File: config.mk
export PLATFORM = sky130hd
export DESIGN_NAME = set_relation_stream_matcher
export DESIGN_NICKNAME = d
export VERILOG_FILES = /design/src/rtl/srsm_pkg.sv /design/src/rtl/set_relation_stream_matcher.sv
export SDC_FILE = /design/constraint.sdc
export NUM_CORES = 1
export LEC_CHECK = 0
export ABC_AREA = 1
export BUFFER_PORTS_ARGS = -buffer_cell sky130_fd_sc_hd__buf_4
export CAP_MARGIN = 10
export CORE_ASPECT_RATIO = 1.5
export CORE_MARGIN = 1.5
export CORE_UTILIZATION = 40
export DETAILED_ROUTE_END_ITERATION = 8
export PLACE_DENSITY_LB_ADDON = 0.05
export SETUP_SLACK_MARGIN = 0.2
export SLEW_MARGIN = 20
export SYNTH_ARGS = -nofsm -noshare
export SYNTH_HDL_FRONTEND = slang
export SYNTH_SLANG_ARGS = --single-unit
File: constraint.sdc
create_clock -name clk -period 3.8 [get_ports clk]
set_clock_uncertainty 0.1 [all_clocks]
set_input_delay 0.38 -clock clk [delete_from_list [all_inputs] [get_ports clk]]
set_output_delay 0.38 -clock clk [all_outputs]
set_load 0.03 [all_outputs]
File: src/rtl/srsm_pkg.sv
package srsm_pkg;

    // Relation codes held in the relation register
    typedef enum logic [1:0] {
        REL_EQUAL     = 2'd0,
        REL_SUBSET    = 2'd1,
        REL_SUPERSET  = 2'd2,
        REL_INTERSECT = 2'd3
    } relation_t;

    // Configuration register indexes
    typedef logic [2:0] cfg_index_t;

    localparam cfg_index_t CFG_RELATION     = 3'd0;
    localparam cfg_index_t CFG_SET_COUNT    = 3'd1;
    localparam cfg_index_t CFG_SET_SIZES    = 3'd2;
    localparam cfg_index_t CFG_SET0_MEMBERS = 3'd3;

    // Fixed layout of the configuration words
    localparam int CFG_SETS      = 4;   // sets reachable through the port
    localparam int CFG_SLOTS     = 8;   // member IDs per members word
    localparam int CFG_ID_BITS   = 8;   // bits per packed member ID
    localparam int CFG_SIZE_BITS = 4;   // bits per packed member count
    localparam int CFG_DATA_BITS = 64;

endpackage

File: src/rtl/set_relation_stream_matcher.sv
// Set relation stream matcher.
//
// Input channel (elem_valid / elem_stall) carries one ID per request in
// element_id; last_element marks the final ID of a sequence. Each ID is
// compared against up to NUM_SETS configured sets in parallel. Only the
// request marked last produces a result request on the output channel
// (result_valid / result_stall) carrying the one-bit verdict in matched.
// Configuration is written through cfg_valid / cfg_ready / cfg_index /
// cfg_data; cfg_ready is always high. Write only while no sequence is open.
//
// A last ID is held in the input register, and its verdict is loaded into the
// result register when it advances. Throughput: one ID per cycle unless a last ID
// waits on a held result, set by the single compare-and-update stage in between.
// Reset: configuration returns to its reset values, every set flag is set,
// all seen-member and hit bits are cleared, both pipeline registers empty.
// Stall: a held result stalls only a last ID waiting behind it; IDs that are
// not last keep flowing and update the sequence state.
module set_relation_stream_matcher
    import srsm_pkg::*;
#(
    parameter int NUM_SETS     = 4,
    parameter int MAX_SET_SIZE = 8,
    parameter int ID_WIDTH     = 8
)
(
    input  logic                     clk,
    input  logic                     rst_n,

    input  logic                     elem_valid,
    output logic                     elem_stall,
    input  logic [7:0]               element_id,
    input  logic                     last_element,

    output logic                     result_valid,
    input  logic                     result_stall,
    output logic                     matched,

    input  logic                     cfg_valid,
    output logic                     cfg_ready,
    input  cfg_index_t               cfg_index,
    input  logic [CFG_DATA_BITS-1:0] cfg_data
);

    localparam int WR_SETS  = (NUM_SETS < CFG_SETS) ? NUM_SETS : CFG_SETS;
    localparam int WR_SLOTS = (MAX_SET_SIZE < CFG_SLOTS) ? MAX_SET_SIZE : CFG_SLOTS;

    // Configuration registers
    relation_t                          relation_reg;
    logic [2:0]                         set_count_reg;
    logic [CFG_SETS*CFG_SIZE_BITS-1:0]  set_sizes_reg;
    logic [ID_WIDTH-1:0]                member_reg [NUM_SETS][MAX_SET_SIZE];

    // Input stage
    logic                               s1_valid_reg;
    logic [ID_WIDTH-1:0]                s1_id_reg;
    logic                               s1_last_reg;

    // Sequence state
    logic [NUM_SETS-1:0]                flags_reg;
    logic [NUM_SETS-1:0]                hit_reg;
    logic [MAX_SET_SIZE-1:0]            seen_reg [NUM_SETS];

    // Result stage
    logic                               result_valid_reg;
    logic                               matched_reg;

    // Combinational update
    logic [MAX_SET_SIZE-1:0]            slot_en   [NUM_SETS];
    logic [MAX_SET_SIZE-1:0]            slot_hit  [NUM_SETS];
    logic [MAX_SET_SIZE-1:0]            seen_next [NUM_SETS];
    logic [NUM_SETS-1:0]                found;
    logic [NUM_SETS-1:0]                flags_next;
    logic [NUM_SETS-1:0]                hit_next;
    logic                               any_eq;
    logic                               any_sub;
    logic                               any_sup;
    logic                               any_int;
    logic                               verdict;
    logic                               s1_advance;
    logic                               elem_accept;
    logic                               cfg_write;

    assign cfg_ready   = 1'b1;
    assign cfg_write   = cfg_valid && cfg_ready;

    // A last ID may leave the input stage only when the result register frees
    assign s1_advance  = s1_valid_reg &&
                         (!s1_last_reg || !result_valid_reg || !result_stall);
    assign elem_stall  = s1_valid_reg && !s1_advance;
    assign elem_accept = elem_valid && !elem_stall;

    // Compare the held ID against every member slot and fold into state
    always_comb
    begin
        for (int s = 0; s < NUM_SETS; s++)
        begin
            for (int k = 0; k < MAX_SET_SIZE; k++)
            begin
                if (s < CFG_SETS)
                begin
                    slot_en[s][k] =
                        (k < int'(set_sizes_reg[s*CFG_SIZE_BITS +: CFG_SIZE_BITS]));
                end
                else
                begin
                    slot_en[s][k] = 1'b0;
                end
                slot_hit[s][k] = slot_en[s][k] && (member_reg[s][k] == s1_id_reg);
            end
            // keep only the lowest matching slot
            seen_next[s] = seen_reg[s] |
                           (slot_hit[s] & (~slot_hit[s] + MAX_SET_SIZE'(1)));
            found[s]     = |slot_hit[s];
        end
        flags_next = flags_reg & found;
        hit_next   = hit_reg | found;

        any_eq  = 1'b0;
        any_sub = 1'b0;
        any_sup = 1'b0;
        any_int = 1'b0;
        for (int s = 0; s < NUM_SETS; s++)
        begin
            if (s < int'(set_count_reg))
            begin
                if (flags_next[s] && ((seen_next[s] & slot_en[s]) == slot_en[s]))
                begin
                    any_eq = 1'b1;
                end
                if (flags_next[s])
                begin
                    any_sub = 1'b1;
                end
                if ((seen_next[s] & slot_en[s]) == slot_en[s])
                begin
                    any_sup = 1'b1;
                end
                if (hit_next[s])
                begin
                    any_int = 1'b1;
                end
            end
        end

        unique case (relation_reg)
            REL_EQUAL:     verdict = any_eq;
            REL_SUBSET:    verdict = any_sub;
            REL_SUPERSET:  verdict = any_sup;
            REL_INTERSECT: verdict = any_int;
            default:       verdict = 1'b0;
        endcase
    end

    // Configuration writes
    always_ff @(posedge clk or negedge rst_n)
    begin
        if (!rst_n)
        begin
            relation_reg  <= REL_EQUAL;
            set_count_reg <= 3'd1;
            set_sizes_reg <= '0;
        end
        else if (cfg_write)
        begin
            if (cfg_index == CFG_RELATION)
            begin
                relation_reg <= relation_t'(cfg_data[1:0]);
            end
            if (cfg_index == CFG_SET_COUNT)
            begin
                set_count_reg <= cfg_data[2:0];
            end
            if (cfg_index == CFG_SET_SIZES)
            begin
                set_sizes_reg <= cfg_data[CFG_SETS*CFG_SIZE_BITS-1:0];
            end
        end
    end

    // Member slots: only the first sets and slots are reachable, the rest hold zero
    always_ff @(posedge clk or negedge rst_n)
    begin
        if (!rst_n)
        begin
            for (int s = 0; s < NUM_SETS; s++)
            begin
                for (int k = 0; k < MAX_SET_SIZE; k++)
                begin
                    member_reg[s][k] <= '0;
                end
            end
        end
        else if (cfg_write)
        begin
            for (int s = 0; s < WR_SETS; s++)
            begin
                if (cfg_index == (CFG_SET0_MEMBERS + cfg_index_t'(s)))
                begin
                    for (int k = 0; k < WR_SLOTS; k++)
                    begin
                        member_reg[s][k] <=
                            ID_WIDTH'(cfg_data[k*CFG_ID_BITS +: CFG_ID_BITS]);
                    end
                end
            end
        end
    end

    // Input stage: load on accept, drop once it advances
    always_ff @(posedge clk or negedge rst_n)
    begin
        if (!rst_n)
        begin
            s1_valid_reg <= 1'b0;
        end
        else if (elem_accept)
        begin
            s1_valid_reg <= 1'b1;
        end
        else if (s1_advance)
        begin
            s1_valid_reg <= 1'b0;
        end
    end

    always_ff @(posedge clk)
    begin
        if (elem_accept)
        begin
            s1_id_reg   <= ID_WIDTH'(element_id);
            s1_last_reg <= last_element;
        end
    end

    // Sequence state: advance on each ID that is not last, clear on the last one
    always_ff @(posedge clk or negedge rst_n)
    begin
        if (!rst_n)
        begin
            flags_reg <= '1;
            hit_reg   <= '0;
            for (int s = 0; s < NUM_SETS; s++)
            begin
                seen_reg[s] <= '0;
            end
        end
        else if (s1_advance)
        begin
            if (s1_last_reg)
            begin
                flags_reg <= '1;
                hit_reg   <= '0;
                for (int s = 0; s < NUM_SETS; s++)
                begin
                    seen_reg[s] <= '0;
                end
            end
            else
            begin
                flags_reg <= flags_next;
                hit_reg   <= hit_next;
                for (int s = 0; s < NUM_SETS; s++)
                begin
                    seen_reg[s] <= seen_next[s];
                end
            end
        end
    end

    // Result register: hold while stalled
    always_ff @(posedge clk or negedge rst_n)
    begin
        if (!rst_n)
        begin
            result_valid_reg <= 1'b0;
        end
        else if (s1_advance && s1_last_reg)
        begin
            result_valid_reg <= 1'b1;
        end
        else if (!result_stall)
        begin
            result_valid_reg <= 1'b0;
        end
    end

    always_ff @(posedge clk)
    begin
        if (s1_advance && s1_last_reg)
        begin
            matched_reg <= verdict;
        end
    end

    assign result_valid = result_valid_reg;
    assign matched      = matched_reg;

endmodule

==> reports/results.txt, run 1 <==
Post-synthesis sequential area ratio = 0.4703
Int Power = 7.012 mW
Vias in the first global route = 14787
H-tree lvl count = 2
Combinational share of power = 0.216
DP Wirelength = 41170 µm
Critical Path RT = 3.99 ns
Commonest cells after routing, fill and taps aside = nand2_1 (702), o21ai_0 (328), dfrtp_1 (314), inv_1 (260), nor2_1 (207)
Yosys warns = 0
Minimum clock period = 2.951 ns
FF+latch count, synth = 329
Sequential Power Share = 0.443
Fin. max-slew vios = 0
Pwr dens = 520.9 nW/µm²
DR DRC count = 0
CP Cell Sequence = buf_4, xnor2_1, nand2_1, nor2_1, nand2_1, o21ai_1, o21ai_0, nor2_1, nor2_1, nand3_1, nor2_1, nor2_1, nand2_1, nand2_1, nand2_1
DRT Pass-1 Iters = 5
Leakage = 10.00 nW
Share of post-route cells with drive strength above 1 = 0.08602
Clock transition at the registers of the reported paths = 0.06 ns
Synth Flop Type = dfrtp_1
Sw Ratio = 0.3279
Initial antenna violation count = 0
WL/cell = 19.28 µm
Input/output buffers = 83
Via Count = 14934
Count of different cell masters after synthesis = 44
GRT Overall Usage = 0.2590
CP top delay family = simple AND/OR/NAND/NOR gates
Hold Path Class = in2reg
MaxCap Viol Count = 0
Placer Congestion = 0.9346
Worst slew pin tran = 1.020 ns
Net Sw Power = 3.421 mW
Antenna cells = 0
Worst-Skew Late Latency = 0.55 ns
Synthesized instance count = 2336
Commonest non-fill, non-tap cell in the layout = nand2_1
Buf/Inv on CP = 1
Clock Power Share = 0.341
Die footprint = 45360 µm²
Root buf cell = clkbuf_16
Worst EP arrival = 3.14 ns
Area Overhead vs Synth = 13.64%
Synth Cell Area = 17620 µm²
Net Count, Synth = 2417
Rel. slew slack = 0.3201
Setup Crit Path Kind = reg2reg
CTS Buffer Depth = 3
Core area = 43630 µm²
Total grt overflow = 0
Routed Antenna Nets = 0
Final Cycle Share = 0.7765
Worst IR Drop VDD = 0.3596 mV
Die span in x = 174.4 µm
CP max-delay cell = buf_4
CTS tree = built
Starting density of the core = 0.4039
Die height = 260.1 µm
Hold Fails Final Rpt = 0
Final core utilization = 0.4590
Fin nets = 2472
Wirelength, routed = 57710 µm
Post-synth EDFFs = 10
Setup crit start = s1_id_reg[5]$_DFFE_PP_
Worst path max stage delay = 0.53 ns
Crit Path Max Fanout = 30
TritonCTS buffer count = 37
Async set or reset register ratio after synthesis = 0.9696
Status = completed
HP Start = cfg_data[49]
1st-iter DRT viols = 1043
Pin count of the biggest net entering global routing = 119
I/O pins = 85
Worst r2r src = s1_id_reg[5]$_DFFE_PP_
CP endpoint kind = flop
Fmax = 0.3389 GHz
Synthesized area per cell = 7.545 µm²
Pwr Total = 10.43 mW
Largest register FFs = 256
Setup-failing EPs final = 0
First-pass GRT wire length = 88580 µm
Number of core rows = 94
# clock sinks = 329
Fillers = 4388
RSZ-0062 raised after global routing = false
Setup_tns = 0 ns
Crit start category = flop
Vias/cell = 4.988
layer usage:
| layer | global-route usage | wire (µm) | vias up |
|---|---|---|---|
| met3 | 0.03480 | 2330 | 123 |
| met1 | 0.3151 | 24070 | 7041 |
| li1 | - | - | 7417 |
| met2 | 0.4527 | 28500 | 353 |
| met4 | 0.1216 | 2805 | 0 |
| met5 | 0 | 0 | - |
timing repair:
item / 4_1_cts / 5_1_grt
buffers inserted: 0 / 0
hold buffers: 12 / 0
resized for setup: 0 / 0
endpoints found under the hold margin: 48 / 0
Yosys cell counts (15+ instances only):
cell      instances  area share
or2_2            15      0.0053
nand2_1         706        0.15
inv_1           260       0.055
xnor2_1         103       0.051
dfrtp_1         314        0.45
nor2_1          207       0.044
xor2_1           40       0.020
o21ai_0         328       0.093
a21oi_1          41       0.012
nand4_1          32       0.011
nand3_1          99       0.028
clkbuf_1         66       0.014
buf_4            20      0.0085
worst paths after layout:
| kind | endpoint | slack, ns | depth (start not counted) |
|---|---|---|---|
| setup reg to reg | matched$_DFFE_PP_ | 0.85 | 15 |
| hold / removal | member_reg[73]$_DFFE_PN0P_ | 0.04 | 3 |
| min in group asynchronous | member_reg[250]$_DFFE_PN0P_ | 0.23 | 2 |
| max in group asynchronous | member_reg[158]$_DFFE_PN0P_ | 2.39 | 3 |
| setup / recovery | matched$_DFFE_PP_ | 0.85 | 15 |
| hold reg to reg | member_reg[210]$_DFFE_PN0P_ | 0.39 | 2 |
power groups by stage:
stage                     Sequential (mW)  Clock, mW  Combinational, mW
after global placement               4.67          0               2.23
after detailed placement             4.68          0               2.26
final                                4.62       3.55               2.26
after floorplan                      4.49          0               1.60
after global routing                 4.69       3.77               2.58
after CTS                            4.62       3.65               2.28
worst register-to-register path, delay by kind of cell (launching register included):
family | cells | cell delay (ns)
AND/OR/NAND/NOR | 11 | 1.14
AO/OA/AOI/OAI | 2 | 0.41
buffers and inverters | 1 | 0.53
flip-flops | 1 | 0.35
XOR/XNOR | 1 | 0.19
per-stage QoR:
stage               instances  hold slack, ns  worst slack, ns  instance area [µm²]
floorplan                2336        -0.01559            1.609                17620
detailed placement       2916          0.2126           0.8705                18730
global placement         2916          0.2158           0.8569                18730
finish                   2994         0.04272           0.8492                20030
global route             2994         0.04417           0.6240                20030
CTS                      2994         0.02834           0.8371                20030
layout make-up:
type	instances	area (µm²)	area share
sequential	329	8289	0.4139
timing repair buffer	122	1054	0.05260
multi-input combinational	1633	7776	0.3883
clock inverter	11	63.81	0.003186
inverter	268	1008	0.05035
tap	576	720.7	0.03598
clock buffer	55	1116	0.05573
cells by family after synthesis:
logic type / synth area share
AOI/OAI and AO/OA: 0.1101
xor gates and xnor gates: 0.07199
buffers and inverters: 0.09059
DFF: 0.4703
other: 0.0002128
and+or+nand+nor: 0.2568
Note: power is estimated with default switching activity, not from simulation.
==> run 2: changes to the inputs <==
clock period = 2.9 ns   (was 3.8 ns; I/O delays follow)
==> reports/results.txt, run 2 (synthesized netlist as in run 1, its figures left out) <==
Status = completed
Share of post-route cells with drive strength above 1 = 0.1338 (+0.04776)
GRT Overall Usage = 0.2627 (+0.003739)
R2R cell count = 15 (unchanged)
Min-Delay Path Depth = 3 (unchanged)
Placer Congestion = 0.8878 (-5.0%)
Worst slew pin tran = 0.7724 ns (-0.2475 ns)
Initial antenna violation count = 0 (unchanged)
Setup crit start = s1_id_reg[4]$_DFFE_PP_
Fmax = 0.3827 GHz (+13%)
Setup Crit Path Kind = reg2reg
Fin. max-slew vios = 0 (unchanged)
Die span in x = 174.4 µm (unchanged)
Commonest non-fill, non-tap cell in the layout = nand2_1
Leakage = 10.68 nW (+6.7%)
1st-iter DRT viols = 1071 (+2.7%)
Number of core rows = 94 (unchanged)
CP endpoint kind = flop
Vias/cell = 4.989 (about the same)
Clock transition at the registers of the reported paths = 0.06 ns (about the same)
Wirelength, routed = 59070 µm (+2.4%)
Hold Path Class = in2reg
Area Overhead vs Synth = 22.05%
Hold Fails Final Rpt = 0 (unchanged)
Starting density of the core = 0.4039 (unchanged)
Routed Antenna Nets = 0 (unchanged)
Largest register FFs = 256 (unchanged)
Worst R2R Setup Slack = 0.29 ns (-0.56 ns)
Post-Layout Cell Count = 3110 (+3.9%)
Pwr dens = 648.2 nW/µm² (+24%)
MaxCap Viol Count = 0 (unchanged)
Crit Path Max Fanout = 11 (-63%)
Worst r2r src = s1_id_reg[4]$_DFFE_PP_
Fin nets = 2594 (+4.9%)
Setup-failing EPs final = 0 (unchanged)
Crit start category = flop
Critical Path RT = 3.10 ns (-0.89 ns)
Input/output buffers = 83 (unchanged)
Pin count of the biggest net entering global routing = 107 (-10%)
Minimum clock period = 2.613 ns (-0.3375 ns)
H-tree lvl count = 2 (unchanged)
DP Area = 19350 µm² (+3.3%)
Final Cycle Share = 0.9011 (+0.1246)
Fillers = 4346 (-0.96%)
RSZ-0062 raised after global routing = true
Die footprint = 45360 µm² (unchanged)
Antenna cells = 0 (unchanged)
CTS tree = built
Die height = 260.1 µm (unchanged)
CTS Buffer Depth = 3 (unchanged)
DRT Pass-1 Iters = 5 (unchanged)
Root buf cell = clkbuf_16
Worst IR Drop VDD = 0.5515 mV (+53%)
WHS Endpoint = member_reg[234]$_DFFE_PN0P_
DP Cell Count = 2976 (+2.1%)
Total grt overflow = 0 (unchanged)
R2r endpoint = matched$_DFFE_PP_
I/O pins = 85 (unchanged)
Pwr Total = 13.94 mW (+34%)
Commonest cells after routing, fill and taps aside = nand2_1 (692), o21ai_0 (324), dfrtp_1 (313), inv_1 (258), nor2_1 (180)
TritonCTS buffer count = 37 (unchanged)
Via Count = 15515 (+3.9%)
Vias in the first global route = 15311 (+3.5%)
Worst EP arrival = 2.81 ns (-0.33 ns)
First-pass GRT wire length = 89980 µm (+1.6%)
WL/cell = 18.99 µm (-1.5%)
Final Cell Area = 21510 µm² (+7.4%)
DR DRC count = 0 (unchanged)
HP Start = cfg_data[18]
Worst-Skew Late Latency = 0.54 ns (about the same)
DP Wirelength = 42030 µm (+2.1%)
Rel. slew slack = 0.4796 (+0.1595)
# clock sinks = 329 (unchanged)
Core area = 43630 µm² (unchanged)
Worst hold margin = 0.002902 ns (-0.03982 ns)
Setup_tns = 0 ns (unchanged)
-- run 2: routing by layer --
metal  vias up  global-route usage  routed length (µm)  share of wire
li1       7676                   -                   -              -
met1      7344              0.3289               24950           0.42
met2       386              0.4670               29660           0.50
met3       109             0.02719                2356          0.040
met4         0             0.09650                2110          0.036
met5         -                   0                   0              0
-- run 2: how the worst max path moves through the flow --
stage	slack, ns	depth (start not counted)	endpoint
floorplan	0.71	15	matched$_DFFE_PP_
global placement	0.02	17	matched$_DFFE_PP_
detailed placement	0.05	15	matched$_DFFE_PP_
CTS	0.20	15	matched$_DFFE_PP_
global route	0.12	17	matched$_DFFE_PP_
finish	0.29	15	matched$_DFFE_PP_
-- run 2: cell type report --
type | count | area (µm²) | share of cell area
inverter | 268 | 1030 | 0.04787
clock buffer | 53 | 1079 | 0.05014
multi-input combinational | 1633 | 7998 | 0.3718
tap | 576 | 720.7 | 0.03350
timing repair buffer | 244 | 2330 | 0.1083
clock inverter | 7 | 63.81 | 0.002967
sequential | 329 | 8290 | 0.3854
-- run 2: metrics by stage --
step	utilization	setup WS [ns]
4_1_cts	0.4831	0.2042
3_5_place_dp	0.4435	0.04745
5_1_grt	0.4930	0.1229
2_1_floorplan	-	0.7087
3_3_place_gp	0.4435	0.02438
6_report	0.4930	0.2867
-- run 2: what timing repair did --
item / 4_1_cts / 5_1_grt
gates resized for setup: 5 / 82
endpoints found under the setup margin: 1 / 1
pin swaps: 0 / 22
hold buffers: 55 / 0
gates cloned: 0 / 1
setup buffers: 2 / 16
endpoints found under the hold margin: 200 / 0
-- run 2: worst max-delay path, cell delays in order, from the launching register on --
cell and delay [ns]:
edfxtp_1 0.41, buf_12 0.18, buf_4 0.18, xnor2_1 0.14, nand2_1 0.07, nor2_1 0.05
buf_4 0.13, nand2_1 0.14, nand2_2 0.10, nor2_4 0.15, nand3b_1 0.14, or2_1 0.28
a21oi_2 0.12, nand2_1 0.05, nand3_1 0.07, nand2_1 0.05
-- run 2: where the power goes --
part | internal (mW) | switching, mW
clock | 2.66 | 1.94
sequential | 5.38 | 0.657
combinational | 1.36 | 1.95
total | 9.40 | 4.54
